$ cat src/hdl/bfwc_pkg.sv
// shared widths, constants, register indexes and sequencer states of the window controller
`default_nettype none

package bfwc_pkg;

  // field widths
  localparam int BYTES_W    = 31;
  localparam int ELAPSED_W  = 40;
  localparam int RTT_W      = 31;
  localparam int WIN_W      = 32;

  // register widths
  localparam int GAMMA_W    = 8;
  localparam int ALPHA_W    = 12;
  localparam int DELTA_W    = 7;
  localparam int CFG_IDX_W  = 2;
  localparam int CFG_DATA_W = 12;

  // arithmetic widths
  localparam int MICRO_W    = 20;
  localparam int EPS_NUM_W  = ALPHA_W + MICRO_W;
  localparam int RATE_NUM_W = BYTES_W + MICRO_W;
  localparam int WEIGHT_W   = 9;
  localparam int MAG_W      = 8;
  localparam int PCT_W      = 7;

  localparam logic [MICRO_W-1:0] MICRO   = 20'd1000000;
  localparam logic [PCT_W-1:0]   PERCENT = 7'd100;

  // register indexes
  localparam logic [CFG_IDX_W-1:0] CFG_GAMMA = 2'd0;
  localparam logic [CFG_IDX_W-1:0] CFG_ALPHA = 2'd1;
  localparam logic [CFG_IDX_W-1:0] CFG_DELTA = 2'd2;

  // register reset values
  localparam logic [GAMMA_W-1:0] GAMMA_RST = 8'd100;
  localparam logic [ALPHA_W-1:0] ALPHA_RST = 12'd100;
  localparam logic [DELTA_W-1:0] DELTA_RST = 7'd10;

  typedef enum logic [2:0] {
    ST_IDLE,
    ST_DIV,
    ST_SUM,
    ST_DIFF,
    ST_SCALE_GO,
    ST_SCALE,
    ST_WIN,
    ST_FIN
  } bfwc_state_t;

endpackage

`default_nettype wire

$ cat src/hdl/bfwc_serdiv.sv
// bit-serial restoring divider, one quotient bit per cycle
`default_nettype none

module bfwc_serdiv #(
  parameter int NUM_W = 51,
  parameter int DEN_W = 40
) (
  input  logic             clk,
  input  logic             rst_n,
  input  logic             start,
  input  logic [NUM_W-1:0] num,
  input  logic [DEN_W-1:0] den,
  output logic [NUM_W-1:0] quot,
  output logic             done
);

  localparam int CNT_W = $clog2(NUM_W + 1);

  logic [NUM_W-1:0] num_r, num_nxt;
  logic [DEN_W-1:0] rem_r, rem_nxt;
  logic [DEN_W-1:0] den_r, den_nxt;
  logic [CNT_W-1:0] cnt_r, cnt_nxt;
  logic             busy_r, busy_nxt;
  logic             done_r, done_nxt;
  logic [DEN_W:0]   trial;
  logic [DEN_W:0]   diff;
  logic             ge;

  always_comb begin
    // dividend bits shift out at the top, quotient bits shift in at the bottom
    trial    = {rem_r, num_r[NUM_W-1]};
    diff     = trial - {1'b0, den_r};
    ge       = trial >= {1'b0, den_r};
    num_nxt  = num_r;
    rem_nxt  = rem_r;
    den_nxt  = den_r;
    cnt_nxt  = cnt_r;
    busy_nxt = busy_r;
    done_nxt = done_r;
    if (start) begin
      num_nxt  = num;
      rem_nxt  = '0;
      den_nxt  = den;
      cnt_nxt  = CNT_W'(NUM_W);
      busy_nxt = 1'b1;
      done_nxt = 1'b0;
    end else if (busy_r) begin
      num_nxt = {num_r[NUM_W-2:0], ge};
      rem_nxt = ge ? diff[DEN_W-1:0] : trial[DEN_W-1:0];
      cnt_nxt = cnt_r - CNT_W'(1);
      if (cnt_r == CNT_W'(1)) begin
        busy_nxt = 1'b0;
        done_nxt = 1'b1;
      end
    end
  end

  always_ff @(posedge clk) begin
    if (!rst_n) begin
      cnt_r  <= '0;
      busy_r <= 1'b0;
      done_r <= 1'b0;
    end else begin
      cnt_r  <= cnt_nxt;
      busy_r <= busy_nxt;
      done_r <= done_nxt;
    end
    num_r <= num_nxt;
    rem_r <= rem_nxt;
    den_r <= den_nxt;
  end

  assign quot = num_r;
  assign done = done_r;

endmodule

`default_nettype wire

$ cat src/hdl/bfwc_pct.sv
// signed percent scaler: x * m / 100 toward zero, saturated, with a serial divide by 100
`default_nettype none

module bfwc_pct import bfwc_pkg::*; #(
  parameter int VALUE_WIDTH = 32
) (
  input  logic                          clk,
  input  logic                          rst_n,
  input  logic                          start,
  input  logic signed [VALUE_WIDTH-1:0] x,
  input  logic signed [WEIGHT_W-1:0]    m,
  output logic signed [VALUE_WIDTH-1:0] y,
  output logic                          done
);

  localparam int PROD_W = VALUE_WIDTH + MAG_W;
  localparam logic signed [VALUE_WIDTH-1:0] VMAX = {1'b0, {(VALUE_WIDTH-1){1'b1}}};
  localparam logic signed [VALUE_WIDTH-1:0] VMIN = {1'b1, {(VALUE_WIDTH-1){1'b0}}};

  logic [VALUE_WIDTH-1:0] ax_r, ax_nxt;
  logic [MAG_W-1:0]       am_r, am_nxt;
  logic                   neg_r, neg_nxt;
  logic                   armed_r;
  logic [PROD_W-1:0]      prod;
  logic [PROD_W-1:0]      q;
  logic                   div_done;
  logic                   over;

  // sign and magnitude split; the magnitude of the most negative x fits unsigned
  assign ax_nxt  = x[VALUE_WIDTH-1] ? VALUE_WIDTH'(-x) : VALUE_WIDTH'(x);
  assign am_nxt  = m[WEIGHT_W-1] ? MAG_W'(-m) : m[MAG_W-1:0];
  assign neg_nxt = x[VALUE_WIDTH-1] ^ m[WEIGHT_W-1];

  always_ff @(posedge clk) begin
    if (!rst_n) begin
      armed_r <= 1'b0;
    end else begin
      armed_r <= start;
    end
    if (start) begin
      ax_r  <= ax_nxt;
      am_r  <= am_nxt;
      neg_r <= neg_nxt;
    end
  end

  assign prod = PROD_W'(ax_r) * PROD_W'(am_r);

  bfwc_serdiv #(
    .NUM_W (PROD_W),
    .DEN_W (PCT_W)
  ) u_div (
    .clk   (clk),
    .rst_n (rst_n),
    .start (armed_r),
    .num   (prod),
    .den   (PERCENT),
    .quot  (q),
    .done  (div_done)
  );

  assign over = |q[PROD_W-1:VALUE_WIDTH-1];

  always_comb begin
    if (over) begin
      y = neg_r ? VMIN : VMAX;
    end else if (neg_r) begin
      y = -signed'(q[VALUE_WIDTH-1:0]);
    end else begin
      y = signed'(q[VALUE_WIDTH-1:0]);
    end
  end

  // the divider still shows the previous run while armed
  assign done = div_done & ~armed_r;

endmodule

`default_nettype wire

$ cat src/hdl/background_flow_window_controller.sv
// top level of the background-flow window controller: sequencer, state and channel registers
//
//   channel  direction  handshake            payload
//   in_      input      in_valid / in_stall  bytes_sent, elapsed_us, rtt_us
//   out_     output     out_valid/out_stall  window_size, div_error
//   cfg_     input      cfg_valid/cfg_ready  cfg_index, cfg_data
//
// one word at a time: the time an item takes is set by
//   the 51-step serial rate divider and the VALUE_WIDTH + 8 step serial divide by 100
// a word with a zero elapsed time or rtt skips the dividers and goes straight to the finish state
// the output register holds a finished word, so the next word is taken while it waits
// reset (rst_n low, synchronous) restores the registers, window 1 and a zero rate history
// cfg_ready is always high; writes are to be made only while no word is in flight (the block does not enforce it)
`default_nettype none

module background_flow_window_controller import bfwc_pkg::*; #(
  parameter int VALUE_WIDTH = 32
) (
  input  logic                   clk,
  input  logic                   rst_n,
  // input words
  input  logic                   in_valid,
  output logic                   in_stall,
  input  logic [BYTES_W-1:0]     in_bytes_sent,
  input  logic [ELAPSED_W-1:0]   in_elapsed_us,
  input  logic [RTT_W-1:0]       in_rtt_us,
  // result words
  output logic                   out_valid,
  input  logic                   out_stall,
  output logic signed [WIN_W-1:0] out_window_size,
  output logic                   out_div_error,
  // register writes
  input  logic                   cfg_valid,
  output logic                   cfg_ready,
  input  logic [CFG_IDX_W-1:0]   cfg_index,
  input  logic [CFG_DATA_W-1:0]  cfg_data
);

  localparam int VW = VALUE_WIDTH;
  localparam logic signed [VW-1:0] VMAX = {1'b0, {(VW-1){1'b1}}};
  localparam logic signed [VW-1:0] VMIN = {1'b1, {(VW-1){1'b0}}};
  localparam logic [64:0] VMAX_WIDE = (65'(1) << (VW - 1)) - 65'(1);

  // saturating add and subtract on the value width
  function automatic logic signed [VW-1:0] sat_add(input logic signed [VW-1:0] a,
                                                   input logic signed [VW-1:0] b);
    logic [VW:0] s;
    s = {a[VW-1], a} + {b[VW-1], b};
    if (s[VW] != s[VW-1]) begin
      sat_add = s[VW] ? VMIN : VMAX;
    end else begin
      sat_add = s[VW-1:0];
    end
  endfunction

  function automatic logic signed [VW-1:0] sat_sub(input logic signed [VW-1:0] a,
                                                   input logic signed [VW-1:0] b);
    logic [VW:0] s;
    s = {a[VW-1], a} - {b[VW-1], b};
    if (s[VW] != s[VW-1]) begin
      sat_sub = s[VW] ? VMIN : VMAX;
    end else begin
      sat_sub = s[VW-1:0];
    end
  endfunction

  bfwc_state_t state_r, state_nxt;

  // registers written by the configuration port
  logic [GAMMA_W-1:0] gamma_r, gamma_nxt;
  logic [ALPHA_W-1:0] alpha_r, alpha_nxt;
  logic [DELTA_W-1:0] delta_r, delta_nxt;

  // controller state
  logic signed [VW-1:0] last_win_r, last_win_nxt;
  logic signed [VW-1:0] older_r, older_nxt;
  logic signed [VW-1:0] newer_r, newer_nxt;

  // working values of the word in flight
  logic                 err_r, err_nxt;
  logic signed [VW-1:0] eps_r, eps_nxt;
  logic signed [VW-1:0] rate_r, rate_nxt;
  logic signed [VW-1:0] sum_r, sum_nxt;
  logic signed [VW-1:0] raw_r, raw_nxt;
  logic signed [VW-1:0] adj_r, adj_nxt;
  logic signed [VW-1:0] ewa_r, ewa_nxt;
  logic signed [VW-1:0] ewb_r, ewb_nxt;
  logic signed [VW-1:0] win_r, win_nxt;
  logic signed [VW-1:0] ewma_r, ewma_nxt;

  // output register
  logic                    out_valid_r, out_valid_nxt;
  logic signed [WIN_W-1:0] out_window_r, out_window_nxt;
  logic                    out_err_r, out_err_nxt;

  logic in_fire;
  logic out_fire;
  logic out_load;
  logic div_start;
  logic pct_start;

  // dividers: epsilon and period rate
  logic [EPS_NUM_W-1:0]  eps_num, eps_q;
  logic [RATE_NUM_W-1:0] rate_num, rate_q;
  logic                  eps_done, rate_done;
  logic                  eps_over, rate_over;
  logic signed [VW-1:0]  eps_sat, rate_sat;

  // percent scalers: window gain, older ewma term, newer ewma term
  logic signed [WEIGHT_W-1:0] w_gain, w_old, w_new;
  logic signed [VW-1:0]       gain_y, ewa_y, ewb_y;
  logic                       gain_done, ewa_done, ewb_done;

  assign in_stall  = (state_r != ST_IDLE);
  assign in_fire   = in_valid & ~in_stall;
  assign out_fire  = out_valid_r & ~out_stall;
  assign out_load  = ~out_valid_r | ~out_stall;
  assign cfg_ready = 1'b1;

  assign out_valid       = out_valid_r;
  assign out_window_size = out_window_r;
  assign out_div_error   = out_err_r;

  // scaled numerators go straight into the divider shift registers
  assign eps_num  = EPS_NUM_W'(alpha_r) * EPS_NUM_W'(MICRO);
  assign rate_num = RATE_NUM_W'(in_bytes_sent) * RATE_NUM_W'(MICRO);

  bfwc_serdiv #(
    .NUM_W (EPS_NUM_W),
    .DEN_W (RTT_W)
  ) u_eps_div (
    .clk   (clk),
    .rst_n (rst_n),
    .start (div_start),
    .num   (eps_num),
    .den   (in_rtt_us),
    .quot  (eps_q),
    .done  (eps_done)
  );

  bfwc_serdiv #(
    .NUM_W (RATE_NUM_W),
    .DEN_W (ELAPSED_W)
  ) u_rate_div (
    .clk   (clk),
    .rst_n (rst_n),
    .start (div_start),
    .num   (rate_num),
    .den   (in_elapsed_us),
    .quot  (rate_q),
    .done  (rate_done)
  );

  // quotients are non-negative, clamp to the positive limit
  assign eps_over  = 65'(eps_q) > VMAX_WIDE;
  assign rate_over = 65'(rate_q) > VMAX_WIDE;
  assign eps_sat   = eps_over ? VMAX : VW'(eps_q);
  assign rate_sat  = rate_over ? VMAX : VW'(rate_q);

  // weights; a delta above one hundred makes the older weight negative
  assign w_gain = WEIGHT_W'(gamma_r);
  assign w_old  = WEIGHT_W'(PERCENT) - WEIGHT_W'(delta_r);
  assign w_new  = WEIGHT_W'(delta_r);

  bfwc_pct #(
    .VALUE_WIDTH (VW)
  ) u_gain (
    .clk   (clk),
    .rst_n (rst_n),
    .start (pct_start),
    .x     (raw_r),
    .m     (w_gain),
    .y     (gain_y),
    .done  (gain_done)
  );

  bfwc_pct #(
    .VALUE_WIDTH (VW)
  ) u_ew_old (
    .clk   (clk),
    .rst_n (rst_n),
    .start (pct_start),
    .x     (newer_r),
    .m     (w_old),
    .y     (ewa_y),
    .done  (ewa_done)
  );

  bfwc_pct #(
    .VALUE_WIDTH (VW)
  ) u_ew_new (
    .clk   (clk),
    .rst_n (rst_n),
    .start (pct_start),
    .x     (rate_r),
    .m     (w_new),
    .y     (ewb_y),
    .done  (ewb_done)
  );

  always_ff @(posedge clk) begin
    if (!rst_n) begin
      state_r     <= ST_IDLE;
      out_valid_r <= 1'b0;
      gamma_r     <= GAMMA_RST;
      alpha_r     <= ALPHA_RST;
      delta_r     <= DELTA_RST;
      last_win_r  <= VW'(1);
      older_r     <= '0;
      newer_r     <= '0;
      err_r       <= 1'b0;
    end else begin
      state_r     <= state_nxt;
      out_valid_r <= out_valid_nxt;
      gamma_r     <= gamma_nxt;
      alpha_r     <= alpha_nxt;
      delta_r     <= delta_nxt;
      last_win_r  <= last_win_nxt;
      older_r     <= older_nxt;
      newer_r     <= newer_nxt;
      err_r       <= err_nxt;
    end
    eps_r        <= eps_nxt;
    rate_r       <= rate_nxt;
    sum_r        <= sum_nxt;
    raw_r        <= raw_nxt;
    adj_r        <= adj_nxt;
    ewa_r        <= ewa_nxt;
    ewb_r        <= ewb_nxt;
    win_r        <= win_nxt;
    ewma_r       <= ewma_nxt;
    out_window_r <= out_window_nxt;
    out_err_r    <= out_err_nxt;
  end

  always_comb begin
    state_nxt      = state_r;
    gamma_nxt      = gamma_r;
    alpha_nxt      = alpha_r;
    delta_nxt      = delta_r;
    last_win_nxt   = last_win_r;
    older_nxt      = older_r;
    newer_nxt      = newer_r;
    err_nxt        = err_r;
    eps_nxt        = eps_r;
    rate_nxt       = rate_r;
    sum_nxt        = sum_r;
    raw_nxt        = raw_r;
    adj_nxt        = adj_r;
    ewa_nxt        = ewa_r;
    ewb_nxt        = ewb_r;
    win_nxt        = win_r;
    ewma_nxt       = ewma_r;
    out_valid_nxt  = out_valid_r;
    out_window_nxt = out_window_r;
    out_err_nxt    = out_err_r;
    div_start      = 1'b0;
    pct_start      = 1'b0;

    // register writes; unknown indexes are dropped
    if (cfg_valid) begin
      case (cfg_index)
        CFG_GAMMA: gamma_nxt = cfg_data[GAMMA_W-1:0];
        CFG_ALPHA: alpha_nxt = cfg_data[ALPHA_W-1:0];
        CFG_DELTA: delta_nxt = cfg_data[DELTA_W-1:0];
        default: ;
      endcase
    end

    if (out_fire) begin
      out_valid_nxt = 1'b0;
    end

    case (state_r)
      ST_IDLE: begin
        if (in_fire) begin
          // a zero divisor skips the arithmetic and reports the held window
          err_nxt = (in_elapsed_us == '0) || (in_rtt_us == '0);
          if (err_nxt) begin
            state_nxt = ST_FIN;
          end else begin
            div_start = 1'b1;
            state_nxt = ST_DIV;
          end
        end
      end
      ST_DIV: begin
        if (eps_done && rate_done) begin
          eps_nxt   = eps_sat;
          rate_nxt  = rate_sat;
          state_nxt = ST_SUM;
        end
      end
      ST_SUM: begin
        sum_nxt   = sat_add(eps_r, rate_r);
        state_nxt = ST_DIFF;
      end
      ST_DIFF: begin
        raw_nxt   = sat_sub(sum_r, older_r);
        state_nxt = ST_SCALE_GO;
      end
      ST_SCALE_GO: begin
        pct_start = 1'b1;
        state_nxt = ST_SCALE;
      end
      ST_SCALE: begin
        if (gain_done && ewa_done && ewb_done) begin
          adj_nxt   = gain_y;
          ewa_nxt   = ewa_y;
          ewb_nxt   = ewb_y;
          state_nxt = ST_WIN;
        end
      end
      ST_WIN: begin
        win_nxt   = sat_add(last_win_r, adj_r);
        ewma_nxt  = sat_add(ewa_r, ewb_r);
        state_nxt = ST_FIN;
      end
      ST_FIN: begin
        // wait for the output register, then publish and commit together
        if (out_load) begin
          out_valid_nxt  = 1'b1;
          out_err_nxt    = err_r;
          out_window_nxt = err_r ? WIN_W'(last_win_r) : WIN_W'(win_r);
          if (!err_r) begin
            last_win_nxt = win_r;
            older_nxt    = newer_r;
            newer_nxt    = ewma_r;
          end
          state_nxt = ST_IDLE;
        end
      end
      default: state_nxt = ST_IDLE;
    endcase
  end

  // a taken word always leaves the idle state
  a_fire_busy: assert property (@(posedge clk) disable iff (!rst_n)
    in_fire |=> (state_r != ST_IDLE))
    else $error("word taken but sequencer stayed idle");

  // the three percent scalers run in lockstep
  a_pct_lockstep: assert property (@(posedge clk) disable iff (!rst_n)
    (state_r == ST_SCALE) |-> ((gain_done == ewa_done) && (gain_done == ewb_done)))
    else $error("percent scalers out of step");

  // an error word carries the window that is still held
  a_err_window: assert property (@(posedge clk) disable iff (!rst_n)
    (out_valid_r && out_err_r) |-> (out_window_r == WIN_W'(last_win_r)))
    else $error("error word does not match held window");

endmodule

`default_nettype wire

$ cat config.mk
export PLATFORM = sky130hd
export DESIGN_NAME = background_flow_window_controller
export DESIGN_NICKNAME = d
export VERILOG_FILES = /design/src/hdl/bfwc_pkg.sv /design/src/hdl/bfwc_serdiv.sv /design/src/hdl/bfwc_pct.sv /design/src/hdl/background_flow_window_controller.sv
export SDC_FILE = /design/constraint.sdc
export NUM_CORES = 2
export LEC_CHECK = 0
export ABC_AREA = 1
export BUFFER_PORTS_ARGS = -buffer_cell sky130_fd_sc_hd__clkbuf_2
export CORE_MARGIN = 2
export CORE_UTILIZATION = 30
export DETAILED_ROUTE_END_ITERATION = 12
export GPL_TIMING_DRIVEN = 0
export PLACE_DENSITY = 0.47
export SYNTH_ARGS = -nofsm -noshare
export SYNTH_HDL_FRONTEND = slang
export SYNTH_SLANG_ARGS = --single-unit
$ cat constraint.sdc
create_clock -name clk -period 5.04 [get_ports clk]
set_input_delay 0.504 -clock clk [delete_from_list [all_inputs] [get_ports clk]]
set_output_delay 0.504 -clock clk [all_outputs]
set_load 0.05 [all_outputs]
==> run_results.csv <==
group,metric,value,unit
yosys,seq_area_frac_synth,0.2913,
yosys,synth_cell_types,59,
die,fp.dieW,555.7,µm
global_routing,globalRoute.totalOverflow,0,
cts,cts.root.buffer_cell,"clkbuf_16",
critical_path,ff2ff_setup_slack,0.11,ns
timing,worst_slew_pin_slew,1.422,ns
routing,vias,77979,
global_routing,grt_max_degree,81,
yosys,yosysWarningCount,0,
global_routing,antenna_found_initial,9,
final_layout,design_area,0.1054,mm²
timing,worst_slack,0.1097,ns
die,start_util,0.3016,
die,die_area,0.3088,mm²
critical_path,critPathLaunch,"u_gain.am_r[6]",
critical_path,cp-start-kind,"flop",
timing,slew_headroom,0.05176,
placed_design,dp_hpwl,252.3,mm
critical_path,end_kind,"flop",
yosys,syn_area,0.09132,mm²
critical_path,worstPathArrival,5.43,ns
die,core.rowCount,202,
routing,wl_per_cell,18.38,µm
critical_path,path_max_fanout,8,
final_layout,multi_input_area,0.05657,mm²
cts,htree_num_levels,3,
yosys,synth_area_per_cell,7.529,µm²
timing,setup_tns,0,ns
cts,clk_path_buf_depth,3,
timing,clock.fmax,202.8,MHz
critical_path,r2r_start,"u_gain.am_r[6]",
yosys,ys.flop_type,"edfxtp_1",
critical_path,endpoint,"u_gain.u_div.quot[37]",
final_layout,fin_cells,16648,
global_routing,gr-usage-all-layers,0.1951,
cts,tritoncts,"yes",
critical_path,cp.required,5.54,ns
placed_design,placed_area,0.09748,mm²
flow_run,maxCapViolations,0,
global_routing,grt_pass1_vias,77546,
routing,vias_per_cell,4.684,
yosys,synthArstFlopShare,0,
final_layout,final_nets,13999,
timing,rsz0062_at_grt,"true",
routing,drc,0,
timing,setup_viol,0,
yosys,synthCells,12130,
routing,postRouteAntennaNets,0,
final_layout,syn2layout_area_growth,15.38,%
outcome,status,"finished, final reports clean",
yosys,synth-edff-count,704,
timing,period_share,0.9782,
global_routing,grt_pass1_wl,465.7,mm
hold_path,hp-class,"input port to flop",
placed_design,dp_cells,16280,
final_layout,drive_above_1_share,0.09168,
yosys,ys_ff_latch,977,
placed_design,gp_congestion,0.9253,
routing,drt_pass1_iterations,6,
final_layout,fillCellCount,32415,
critical_path,critPathKind,"flop to flop",
placed_design,io_buffers,155,
critical_path,r2r_cells,18,
timing,hold_viol,0,
timing,fin_worst_skew,0.08677,ns
cts,path_clk_slew,0.06,ns
cts,cts_made_buffers,115,
cts,clkSinkCount,977,
die,io_pins,157,
timing,drv_slew,0,
cts,clock_latency,0.83,ns
routing,drt_iter0_markers,5189,
die,core,0.3028,mm²
placed_design,pre_cts_ws,-1.043,ns
critical_path,rr_endpoint,"u_gain.u_div.quot[37]",
timing,layout_min_cycle_time,4.930,ns
routing,totalWireLength,306.1,mm
final_layout,seq_area,0.02661,mm²
die,die-height,555.7,µm
==> sequential cells by signal, summed over array words and instances, names as in the netlist, 40 cells and up <==
name	cells
u_ew_new.u_div.quot	40
u_rate_div.quot	51
u_rate_div.den_r	40
u_rate_div.rem_r	40
u_ew_old.u_div.quot	40
u_gain.u_div.quot	40
==> Yosys cell counts (107+ instances only) <==
master    count  area share
nand2_1    3553        0.15
inv_1      2265       0.093
nor2_1      941       0.039
edfxtp_1    704        0.23
fa_1        680        0.15
ha_1        638       0.087
a21oi_1     609       0.033
o21ai_0     538       0.029
nand3_1     531       0.029
dfxtp_1     273       0.060
xor2_1      220       0.021
clkbuf_1    189      0.0078
nor3_1      108      0.0059
xnor2_1     107       0.010
==> through the flow <==
| stage | hold WS (ns) | utilization |
|---|---|---|
| after detailed placement | 0.4277 | 0.3219 |
| after CTS | 0.005095 | 0.3415 |
| final | 0.06234 | 0.3480 |
| after global routing | 0.03112 | 0.3480 |
| after global placement | 0.4256 | 0.3207 |
| after floorplan | 0.4030 | - |
==> routing by layer <==
metal  global-route usage  part of all wire  up-vias
met5                    0           0.00010        -
met4              0.05750             0.033        4
met3              0.01956             0.038      356
met2               0.3372              0.48     1536
met1               0.2562              0.45    37148
li1                     -                 -    38935
==> repair_timing <==
action | CTS | global route
cloned | 0 | 4
endpoints found under the setup margin | 107 | 116
hold buffers | 77 | 0
endpoints found under the hold margin | 78 | 0
pin swaps | 11 | 64
buffers inserted | 36 | 41
resized for setup | 221 | 512
==> worst max-delay path: stages (launching register included) <==
cell	delay, ns
edfxtp_1	0.53
clkbuf_8	0.26
buf_4	0.14
nand2_1	0.07
fa_1	0.51
inv_1	0.06
fa_1	0.50
fa_1	0.51
fa_1	0.50
ha_2	0.41
nand2_1	0.13
nor2_2	0.20
nand2_1	0.13
nor2_1	0.21
nand3_2	0.17
nand3_1	0.12
nand2_1	0.06
nand3_1	0.07
nand2_1	0.08
==> placed cells by master (no fill, tap or decap), types with 53 or more instances in the layout <==
master         instances
nand2_1             3490
inv_1               2243
nor2_1               871
edfxtp_1             704
fa_1                 679
ha_1                 564
a21oi_1              525
nand3_1              509
o21ai_0              473
dfxtp_1              270
xor2_1               220
clkbuf_2             185
clkbuf_1             132
clkbuf_16            122
buf_4                107
xnor2_1              107
nand4_1              105
nor3_1               102
nand2_2               98
nand3b_1              89
dlygate4sd3_1         77
a21oi_2               73
o21ai_1               59
o21bai_1              53
==> logic make-up after synthesis <==
logic type / after synthesis / share of synthesized area
AO/OA/AOI/OAI: 1376 / 0.08046
XOR/XNOR: 327 / 0.03136
adder cells (fa/ha/maj): 1318 / 0.2365
buffers and inverters: 2599 / 0.1106
flip-flops: 977 / 0.2913
multiplexers: 1 / 0.0001096
other: 2 / 0.00008223
AND/OR/NAND/NOR: 5530 / 0.2496
==> worst min path at each step <==
stage	to	depth (start not counted)	start	slack (ns)
2_1_floorplan	u_gain.am_r[0]	0	gamma_r[0]	0.40
3_3_place_gp	u_ew_old.ax_r[0]	0	newer_r[0]	0.43
3_5_place_dp	u_ew_old.ax_r[0]	0	newer_r[0]	0.43
4_1_cts	alpha_r[8]	3	cfg_data[8]	0.005
5_1_grt	gamma_r[4]	3	cfg_data[4]	0.03
6_report	gamma_r[4]	3	cfg_data[4]	0.06
==> area by class of cell <==
cell class                      count  area share
Inverter                         2280     0.08168
Multi-Input combinational cell   8556      0.5368
Sequential cell                   977      0.2525
Buffer                            301     0.01668
Timing Repair Buffer              329     0.02425
Tap cell                         3978     0.04723
Clock inverter                     73     0.01005
Clock buffer                      147     0.03061
Antenna cell                        7   0.0001662
Power is not shown: default switching activity piles up to over one toggle a cycle in this logic, so the estimate is an artifact.
